==> config.mk <==
export PLATFORM = sky130hd
export DESIGN_NAME = leaf_slot_key_value_table
export DESIGN_NICKNAME = d
export VERILOG_FILES = /design/src/rtl/lkv_pkg.sv /design/src/rtl/lkv_store.sv /design/src/rtl/lkv_lookup.sv /design/src/rtl/leaf_slot_key_value_table.sv
export SDC_FILE = /design/constraint.sdc
export NUM_CORES = 2
export LEC_CHECK = 0
export BUFFER_PORTS_ARGS = -buffer_cell sky130_fd_sc_hd__buf_2
export CAP_MARGIN = 20
export CORE_MARGIN = 3
export CORE_UTILIZATION = 66
export CTS_CLUSTER_DIAMETER = 50
export DETAILED_ROUTE_END_ITERATION = 8
export PLACE_DENSITY_LB_ADDON = 0.2
export SYNTH_ARGS = -nofsm -noshare
export SYNTH_HDL_FRONTEND = slang
export SYNTH_SLANG_ARGS = --single-unit
==> constraint.sdc <==
create_clock -name clk -period 11.6 [get_ports clk]
set_input_delay 1.16 -clock clk [delete_from_list [all_inputs] [get_ports clk]]
set_output_delay 1.16 -clock clk [all_outputs]
set_load 0.01 [all_outputs]
==> src/rtl/lkv_pkg.sv <==
// lkv_pkg: operation codes, port field widths and the write command struct
// shared by the key/value slot table modules. No dependencies.
`default_nettype none

package lkv_pkg;

  // operation codes carried on the func field
  typedef enum logic [1:0] {
    FUNC_INSERT = 2'd0,
    FUNC_FIND   = 2'd1,
    FUNC_UPDATE = 2'd2,
    FUNC_REMOVE = 2'd3
  } lkv_func_t;

  // fixed port field widths
  localparam int FUNC_W  = 2;
  localparam int KEY_W   = 32;
  localparam int VALUE_W = 32;
  localparam int SLOT_W  = 4;
  localparam int OCC_W   = 5;

  // write command from the decode logic to the slot store
  typedef struct packed {
    logic ins;  // allocate slot: set valid, write key and value
    logic upd;  // overwrite value of a matched slot
    logic rem;  // clear valid of a matched slot
  } lkv_wr_t;

endpackage

`default_nettype wire

==> src/rtl/lkv_store.sv <==
// lkv_store: slot valid bits, key and value arrays and the occupancy count.
// Depends on lkv_pkg for the write command struct.
`default_nettype none

module lkv_store
  import lkv_pkg::*;
#(
  parameter int NUM_SLOTS = 16,
  parameter int KW        = 32,
  parameter int VW        = 32,
  parameter int IDX_W     = 4,
  parameter int CNT_W     = 5
) (
  input  wire logic                 clk,
  input  wire logic                 rst_n,
  input  wire lkv_wr_t              wr,
  input  wire logic [IDX_W-1:0]     wr_idx,
  input  wire logic [KW-1:0]        wr_key,
  input  wire logic [VW-1:0]        wr_value,
  input  wire logic [IDX_W-1:0]     rd_idx,
  output logic      [VW-1:0]        rd_value,
  output logic      [NUM_SLOTS-1:0] slot_valid,
  output logic      [KW-1:0]        slot_key [NUM_SLOTS],
  output logic      [CNT_W-1:0]     count
);

  logic [NUM_SLOTS-1:0] valid_r;
  logic [KW-1:0]        key_r   [NUM_SLOTS];
  logic [VW-1:0]        value_r [NUM_SLOTS];
  logic [CNT_W-1:0]     count_r;

  always_ff @(posedge clk) begin
    if (!rst_n) begin
      valid_r <= '0;
      count_r <= '0;
    end else begin
      if (wr.ins) begin
        valid_r[wr_idx] <= 1'b1;
        count_r         <= count_r + CNT_W'(1);
      end else if (wr.rem) begin
        valid_r[wr_idx] <= 1'b0;
        count_r         <= count_r - CNT_W'(1);
      end
    end
  end

  // payload arrays: no reset, only read while the slot is valid
  always_ff @(posedge clk) begin
    if (wr.ins) begin
      key_r[wr_idx] <= wr_key;
    end
    if (wr.ins || wr.upd) begin
      value_r[wr_idx] <= wr_value;
    end
  end

  assign slot_valid = valid_r;
  assign slot_key   = key_r;
  assign count      = count_r;
  assign rd_value   = value_r[rd_idx];

endmodule

`default_nettype wire

==> src/rtl/lkv_lookup.sv <==
// lkv_lookup: parallel key compare with lowest-slot priority, and lowest
// free slot search. Purely combinational; depends on lkv_pkg only by style.
`default_nettype none

module lkv_lookup
  import lkv_pkg::*;
#(
  parameter int NUM_SLOTS = 16,
  parameter int KW        = 32,
  parameter int IDX_W     = 4
) (
  input  wire logic [NUM_SLOTS-1:0] slot_valid,
  input  wire logic [KW-1:0]        slot_key [NUM_SLOTS],
  input  wire logic [KW-1:0]        key,
  output logic                      hit,
  output logic      [IDX_W-1:0]     hit_idx,
  output logic                      has_free,
  output logic      [IDX_W-1:0]     free_idx
);

  logic [NUM_SLOTS-1:0] match;

  always_comb begin
    for (int i = 0; i < NUM_SLOTS; i++) begin
      match[i] = slot_valid[i] && (slot_key[i] == key);
    end
  end

  // scan from the top so the lowest index wins
  always_comb begin
    hit      = 1'b0;
    hit_idx  = '0;
    has_free = 1'b0;
    free_idx = '0;
    for (int i = NUM_SLOTS - 1; i >= 0; i--) begin
      if (match[i]) begin
        hit     = 1'b1;
        hit_idx = IDX_W'(i);
      end
      if (!slot_valid[i]) begin
        has_free = 1'b1;
        free_idx = IDX_W'(i);
      end
    end
  end

endmodule

`default_nettype wire

==> src/rtl/leaf_slot_key_value_table.sv <==
// leaf_slot_key_value_table: top level with input register, operation
// decode and result register. Depends on lkv_pkg, lkv_lookup, lkv_store.
`default_nettype none

// A table of 2*HALF_SLOTS unsorted key/value slots. Insert fills the lowest
// free slot without a duplicate check; find, update and remove act on the
// lowest valid slot with an equal key. An accepted item is held in an input
// register; once the result register is free or drained, the key compare
// over all slots, the free slot priority encode and the table update are
// done in one pass into the result register. One item is taken every cycle,
// back to back, as long as results are drained. A stalled result holds the
// input register; a new item still enters while the result register is
// waiting as long as the input register is free. No clearing pass after
// reset: the valid bits clear at once.
module leaf_slot_key_value_table
  import lkv_pkg::*;
#(
  parameter int HALF_SLOTS  = 8,
  parameter int KEY_WIDTH   = 32,
  parameter int VALUE_WIDTH = 32
) (
  input  wire logic               clk,
  input  wire logic               rst_n,
  input  wire logic               in_valid,
  output logic                    in_ready,
  input  wire logic [FUNC_W-1:0]  in_func,
  input  wire logic [KEY_W-1:0]   in_key,
  input  wire logic [VALUE_W-1:0] in_value,
  output logic                    out_valid,
  input  wire logic               out_ready,
  output logic                    out_ok,
  output logic      [VALUE_W-1:0] out_found_value,
  output logic      [SLOT_W-1:0]  out_slot,
  output logic      [OCC_W-1:0]   out_occupancy,
  output logic                    out_now_full,
  output logic                    out_now_empty
);

  localparam int NUM_SLOTS = 2 * HALF_SLOTS;
  localparam int IDX_W     = (NUM_SLOTS > 1) ? $clog2(NUM_SLOTS) : 1;
  localparam int CNT_W     = $clog2(NUM_SLOTS + 1);
  localparam int KW        = (KEY_WIDTH < KEY_W) ? KEY_WIDTH : KEY_W;
  localparam int VW        = (VALUE_WIDTH < VALUE_W) ? VALUE_WIDTH : VALUE_W;
  localparam int SX_W      = (IDX_W > SLOT_W) ? IDX_W : SLOT_W;
  localparam int OX_W      = (CNT_W > OCC_W) ? CNT_W : OCC_W;

  // input register
  logic               in_valid_r;
  lkv_func_t          in_func_r;
  logic [KW-1:0]      in_key_r;
  logic [VW-1:0]      in_value_r;

  // result register
  logic               out_valid_r;
  logic               ok_r;
  logic [VALUE_W-1:0] found_value_r;
  logic [SLOT_W-1:0]  slot_r;
  logic [OCC_W-1:0]   occ_r;
  logic               full_r;
  logic               empty_r;

  logic               fire;
  logic               in_take;

  logic [NUM_SLOTS-1:0] slot_valid;
  logic [KW-1:0]        slot_key [NUM_SLOTS];
  logic [VW-1:0]        rd_value;
  logic [CNT_W-1:0]     count;

  logic               hit;
  logic [IDX_W-1:0]   hit_idx;
  logic               has_free;
  logic [IDX_W-1:0]   free_idx;

  logic               is_ins;
  logic               ok_nxt;
  lkv_wr_t            wr;
  logic [IDX_W-1:0]   wr_idx;
  logic [CNT_W-1:0]   count_nxt;
  logic [SX_W-1:0]    slot_x;
  logic [OX_W-1:0]    occ_x;
  logic [VALUE_W-1:0] found_value_nxt;

  assign fire     = in_valid_r && (!out_valid_r || out_ready);
  assign in_ready = !in_valid_r || fire;
  assign in_take  = in_valid && in_ready;

  always_ff @(posedge clk) begin
    if (!rst_n) begin
      in_valid_r <= 1'b0;
    end else if (in_take) begin
      in_valid_r <= 1'b1;
    end else if (fire) begin
      in_valid_r <= 1'b0;
    end
  end

  always_ff @(posedge clk) begin
    if (in_take) begin
      in_func_r  <= lkv_func_t'(in_func);
      in_key_r   <= in_key[KW-1:0];
      in_value_r <= in_value[VW-1:0];
    end
  end

  lkv_lookup #(
    .NUM_SLOTS (NUM_SLOTS),
    .KW        (KW),
    .IDX_W     (IDX_W)
  ) u_lookup (
    .slot_valid (slot_valid),
    .slot_key   (slot_key),
    .key        (in_key_r),
    .hit        (hit),
    .hit_idx    (hit_idx),
    .has_free   (has_free),
    .free_idx   (free_idx)
  );

  // operation decode
  assign is_ins = (in_func_r == FUNC_INSERT);
  assign ok_nxt = is_ins ? has_free : hit;
  assign wr_idx = is_ins ? free_idx : hit_idx;

  always_comb begin
    wr.ins = fire && is_ins && has_free;
    wr.upd = fire && (in_func_r == FUNC_UPDATE) && hit;
    wr.rem = fire && (in_func_r == FUNC_REMOVE) && hit;
  end

  lkv_store #(
    .NUM_SLOTS (NUM_SLOTS),
    .KW        (KW),
    .VW        (VW),
    .IDX_W     (IDX_W),
    .CNT_W     (CNT_W)
  ) u_store (
    .clk        (clk),
    .rst_n      (rst_n),
    .wr         (wr),
    .wr_idx     (wr_idx),
    .wr_key     (in_key_r),
    .wr_value   (in_value_r),
    .rd_idx     (hit_idx),
    .rd_value   (rd_value),
    .slot_valid (slot_valid),
    .slot_key   (slot_key),
    .count      (count)
  );

  // count as it stands after this operation
  always_comb begin
    count_nxt = count;
    if (is_ins && has_free) begin
      count_nxt = count + CNT_W'(1);
    end else if ((in_func_r == FUNC_REMOVE) && hit) begin
      count_nxt = count - CNT_W'(1);
    end
  end

  assign slot_x          = ok_nxt ? SX_W'(wr_idx) : '0;
  assign occ_x           = OX_W'(count_nxt);
  assign found_value_nxt = ((in_func_r == FUNC_FIND) && hit) ? VALUE_W'(rd_value) : '1;

  always_ff @(posedge clk) begin
    if (!rst_n) begin
      out_valid_r <= 1'b0;
    end else if (fire) begin
      out_valid_r <= 1'b1;
    end else if (out_ready) begin
      out_valid_r <= 1'b0;
    end
  end

  always_ff @(posedge clk) begin
    if (fire) begin
      ok_r          <= ok_nxt;
      found_value_r <= found_value_nxt;
      slot_r        <= slot_x[SLOT_W-1:0];
      occ_r         <= occ_x[OCC_W-1:0];
      full_r        <= (count_nxt == CNT_W'(NUM_SLOTS));
      empty_r       <= (in_func_r == FUNC_REMOVE) && hit && (count_nxt == '0);
    end
  end

  assign out_valid       = out_valid_r;
  assign out_ok          = ok_r;
  assign out_found_value = found_value_r;
  assign out_slot        = slot_r;
  assign out_occupancy   = occ_r;
  assign out_now_full    = full_r;
  assign out_now_empty   = empty_r;

`ifndef NO_ASSERTIONS
  // occupancy count tracks the valid bits
  a_count_matches: assert property (@(posedge clk) disable iff (!rst_n)
    $countones(slot_valid) == int'(count))
    else $error("occupancy count out of step with valid bits");

  // a failed operation reports slot zero and the all-ones value
  a_fail_fields: assert property (@(posedge clk) disable iff (!rst_n)
    (out_valid && !out_ok) |-> (out_slot == '0) && (out_found_value == '1))
    else $error("failed operation with nonzero slot or value");

  // a remove that takes the last entry leaves every slot invalid; only such a remove reports empty
  a_empty_clear: assert property (@(posedge clk) disable iff (!rst_n)
    (fire && (in_func_r == FUNC_REMOVE) && hit && (count == CNT_W'(1)))
      |=> (slot_valid == '0))
    else $error("table not empty after removing the last entry");

  // input stage only stalls while holding an item
  a_stall_holds: assert property (@(posedge clk) disable iff (!rst_n)
    !in_ready |-> (in_valid_r && out_valid_r && !out_ready))
    else $error("input stalled without a blocked result");
`endif

endmodule

`default_nettype wire
Word level (Yosys, flattened, before mapping)
Memory sizes are Yosys's and may differ from the RTL's. A register that Yosys moved wholly into a read port is not among the register bits.
Cells that the tools add are included.
- flip-flop bits (word level): 613
- memory bits (writable): 512
- bits of input ports: 70
- memories: 1
- memories (name ; words ; bits a word ; rd ports ; clocked after Yosys merged registers in ; wr ports ; RTL line ; text):
    u_store.value_r ; 16 ; 32 ; 1 ; 1 ; 1 ; lkv_store.sv:29 ; logic [VW-1:0] value_r [NUM_SLOTS];
- add/subtract/negate cells: 2
- magnitude comparators: 4
- equality and inequality tests: 20
- multiplexer cells: 83
- bitwise logic cells: 4
- reduce and logical (&&, ||, !) cells: 41
- operator list (kind ; count):
    $bwmux W512 ; 1
    $eq A32 B32 Y1 ; 16
    $mux W4 ; 33
    $demux W32 S4 ; 1
    $mux W1 ; 40
    $mux W16 ; 2
    $mux W32 ; 1
    $logic_and A1 B1 Y1 ; 30
    $mux W5 ; 4
    $and A16 B16 Y16 ; 1
    $not A16 Y16 ; 1
    $or A16 B16 Y16 ; 1
    $reduce_bool A2 Y1 ; 3
    $add A5 B1 Y5 const B ; 1
    $eq A5 B5 Y1 const B ; 1
    $ge A5 B5 Y1 const B ; 1
    $logic_not A5 Y1 ; 1
    $lt A4 B5 Y1 const B ; 1
    $lt A5 B1 Y1 const B ; 1
    $not A4 Y5 ; 1
    $sub A5 B1 Y5 const B ; 1
    $demux W1 S4 ; 1
    $eq A2 B2 Y1 const B ; 2
    $ge A4 B1 Y1 const B ; 1
    4 further kinds ; 8

Depth between registers and ports, before layout
- depth after elaboration: 27
- depth in mapped cells: 15
- mapped depth without buffers: 11

By module
A second synthesis with hierarchy kept.
- cell total of the unflattened synthesis: 2500
- area, all modules: 46103.0 um2
- modules (own cells, without submodules) (module ; instances ; cells each ; area each (um2) ; sequential area each (um2)):
    lkv_store ; 1 ; 1466 ; 35700.5 ; 31169.9
    lkv_lookup ; 1 ; 824 ; 6362.4 ; 0.0
    leaf_slot_key_value_table ; 1 ; 210 ; 4040.1 ; 3343.2

Least setup slack after synthesis
OpenSTA, ideal clock, no wires.
- kind: register -> register
- start: reg in_key_r[8]
- end: mem u_store.value_r[13][0], enable pin
- setup time: 0.461 ns
- data arrival time: 5.491 ns
- required time: 11.139 ns
- slack: 5.648 ns
- stages on the path, launching flop included: 15
- period minus slack after synthesis: 5.952 ns
- cell sequence: edfxtp_1 > buf_2 > buf_2 > xor2_1 > nor4_1 > nand4_1 > or3_1 > and2_1 > nor3_1 > a21oi_2 > mux2_2 > inv_2 > buf_2 > nand2_1 > nor3_1
- word-level cells in the longest chain between the ends: 22
- elaborated cells between the ends (all ways): 69
- those cells by class: eq/ne: 16; mux: 35; reduce/logical: 18
- RTL lines (element ; RTL line ; text):
    start, declared ; leaf_slot_key_value_table.sv:50 ; logic [KW-1:0] in_key_r;
    start signal, assigned ; leaf_slot_key_value_table.sv:101 ; in_key_r <= in_key[KW-1:0];
    $eq A32 B32 Y1 ; lkv_lookup.sv:25 ; match[i] = slot_valid[i] && (slot_key[i] == key);
    $logic_and A1 B1 Y1 ; lkv_lookup.sv:25 ;
    $mux W1 (16 in series) ; lkv_lookup.sv:36 ; if (match[i]) begin
    $logic_and A1 B1 Y1 ; leaf_slot_key_value_table.sv:127 ; wr.upd = fire && (in_func_r == FUNC_UPDATE) && hit;
    $logic_or A1 B1 Y1 ; lkv_store.sv:52 ; if (wr.ins || wr.upd) begin
    $mux W1 ; lkv_store.sv:52 ;
    $mux W1 (not written as such) ; lkv_store.sv:53 ; value_r[wr_idx] <= wr_value;
    end, declared ; lkv_store.sv:29 ;
Several ways; a longest one is shown, not always the timed one.

Worst setup path in the final report
- start: reg in_key_r[28]
- end: mem u_store.value_r[13][30], enable pin
The elaborated chain is that of the path after synthesis.

==> results.toml <==
[worst_setup_path]
required_ps = 11920
critPathMaxStageDelay_ps = 940
cp_max_fo = 86
worstPathCellList = "buf_4 -> xor2_1 -> nor4_1 -> nand3_1 -> or3_1 -> o211ai_1 -> a2111o_1 -> nand2_8 -> a21oi_2 -> nand2_1 -> nor3_2 -> buf_4"
worstSetupStartpointType = "register"
critPathArrivalTime_ps = 7180
critPathKind = "reg -> reg"
critPathCaptureType = "register"
worstSetupStartpoint = "in_key_r[28]"
r2r_start = "in_key_r[28]"
cp_slowest_cell = "nor4_1"
cpMostUsedCell = "buf_4"

[timing]
skew_ps = 34.5
min_period_ps = 6860
slew_viol_final = 0
final.setup.tns_ps = 0
finalHoldViolCount = 0
rsz0062_at_grt = "false"
finalSetupViolations = 0
period_share = 0.591
whs_ps = 524
worst_pin_slew_ps = 1190
timing.fmax_mhz = 146
relSlewSlack = 0.206

[floorplan]
die_area_sq_mm = 0.0739
core-area_sq_mm = 0.0693
die_h_um = 272
fp.dieW_um = 272
start_util = 0.673
fp-row-count = 96
boundaryPins = 116

[power_and_ir_drop]
p_total_mw = 8.64
vdd_ir_drop_max_mv = 0.191
leakage_nw = 16.5
pwr-share-clk = 0.432
p_int_mw = 6.90
p_seq_frac = 0.539
switching_share = 0.202
power_density_mw_per_mm2 = 166
power_switching_mw = 1.74
combPwrFrac = 0.029

[route]
dr.pass1.iters = 7
drt_iter0_drc = 3079
drt-total-wl_mm = 117
drcViolationCount = 0
via_count = 25785
ant_nets = 0
viasPerCell = 6.52
wl_per_cell_um = 29.6

[cts]
postCtsSetupRepairBufs = 0
cts-resized-gates = 0
clk_latency_ps = 680
cts_made_buffers = 114
ctsRootBufferMaster = "clkbuf_16"
cts.clk_slew.worst_paths_ps = 60
cts_hold_buf = 0
cts_tree = "yes"
cts_sinks = 1157
cts_buffer_depth = 3
htreeDepth = 3

[synthesis]
synth_area_per_cell_sq_um = 16.8
yosys_warnings = 0
syn_inst = 2769
synth_edf_count = 1134
synth.top_cell.area_share = 0.730
ys_ff_latch = 1157
synth_area_leaders = "edfxtp_1 73%, xor2_1 6.3%, mux2i_1 4.7%, xnor2_1 3.4%, a211oi_1 1.6%"
synthFlopType = "edfxtp_1"
synthArstFlopShare = 0
yosysSeqAreaShare = 0.740
synth_common_cells = "1134 x edfxtp_1, 337 x xor2_1, 221 x mux2i_1, 179 x xnor2_1, 97 x a211oi_1"
yosysMostFrequentCell = "edfxtp_1"
syn_nets = 2841
ys_types = 58
yosysTopAreaCell = "edfxtp_1"
syn_area_sq_mm = 0.0467

[job]
drv_cap = 0

[finish]
drive_gt1_frac = 0.137
layout.nets = 2999
antenna_cells = 0
area_growth_pct = 11.8
final_core_util = 0.753
final_area_sq_mm = 0.0522

[place]
io_buffers = 115
hpwl_mm = 66.3
gp_congestion = 0.960
place_area_sq_mm = 0.0483

[global_route]
grt_pass1_wl_mm = 170
grt.overflow.total = 0
first_global_vias = 25621
grt_start_max_net_pins = 138
grt_antenna_before_repair = 0
track_usage = 0.317

[hold_path]
hold_path.class = "reg -> reg"
hp-start = "in_key_r[17]"

[run_status]
outcome = "completed"
==> power by group through the flow <==
stage	combinational (mW)	clock, mW	sequential (mW)
after floorplan	0.142	0	4.74
after global placement	0.242	0	4.74
after detailed placement	0.247	0	4.74
after CTS	0.250	3.76	4.65
after global routing	0.266	3.94	4.65
final	0.251	3.73	4.65
==> metal layers <==
metal / part of all wire / track usage / vias to the layer above / wire length (um)
met5: 0 / 0 / - / 0
met4: 0.048 / 0.141 / 0 / 5650
met3: 0.077 / 0.0426 / 303 / 9030
met2: 0.50 / 0.531 / 1381 / 58100
met1: 0.38 / 0.421 / 13077 / 44100
li1: - / - / 11024 / -
==> layout by cell type, fill, tap and decap left out, types with 26 or more instances in the layout <==
| master | n |
|---|---|
| nand3_1 | 48 |
| inv_1 | 45 |
| nor2_1 | 26 |
| a211o_1 | 32 |
| a222oi_1 | 31 |
| nand2_1 | 31 |
| o221ai_1 | 32 |
| a211oi_1 | 97 |
| nand4_1 | 58 |
| clkbuf_16 | 117 |
| mux2i_1 | 221 |
| buf_4 | 71 |
| xnor2_1 | 179 |
| a21oi_1 | 55 |
| edfxtp_1 | 1134 |
| buf_2 | 117 |
| nor4_1 | 86 |
| xor2_1 | 337 |
==> sequential cells by signal (all words and copies together), names as in the netlist, 2 cells and up, named ones only <==
| register | count |
|---|---|
| in_key_r | 32 |
| in_func_r | 2 |
| in_value_r | 32 |
| out_found_value | 32 |
| u_store.value_r | 512 |
| u_store.slot_key | 512 |
| u_store.count | 5 |
| out_occupancy | 5 |
| out_slot | 4 |
==> final timing paths <==
kind | end | slack (ps) | cells past startpoint
worst max-delay path | u_store.value_r[13][30] | 4740 | 12
worst min-delay path | u_store.slot_key[81] | 520 | 0
worst max register to register | u_store.value_r[13][30] | 4740 | 12
worst min register to register | u_store.slot_key[81] | 520 | 0
==> layout make-up <==
cell class	instances	area [sq um]
multi-input cells	1401	11300
repair buffers	190	1160
inverters	63	236
clock buffers	144	3100
well taps	931	1160
clock inverters	69	728
flip-flops and latches	1157	34500
fillers	4069	17100
==> cells by family after synthesis <==
group / count (synthesis) / share of synthesized area
flip-flops: 1157 / 0.740
adder cells (fa/ha/maj): 2 / 0.000536
multiplexers: 223 / 0.0481
XOR/XNOR: 516 / 0.0969
AND/OR/NAND/NOR: 347 / 0.0415
buffers and inverters: 211 / 0.0220
AO/OA/AOI/OAI: 313 / 0.0512
==> metrics by stage <==
stage | cells | worst slack, ps
2_1_floorplan | 2769 | 5650
3_3_place_gp | 3739 | 4940
3_5_place_dp | 3741 | 4740
4_1_cts | 3954 | 4710
5_1_grt | 3955 | 4460
6_report | 3955 | 4740
==> critical path, delay by kind of cell (launching register included) <==
| kind | cells | cell delay [ps] |
|---|---|---|
| compound gates | 3 | 1510 |
| simple gates | 6 | 3400 |
| flops | 1 | 320 |
| xor+xnor | 1 | 180 |
| buf+inv | 2 | 970 |
(Power assumes the default switching activity.)
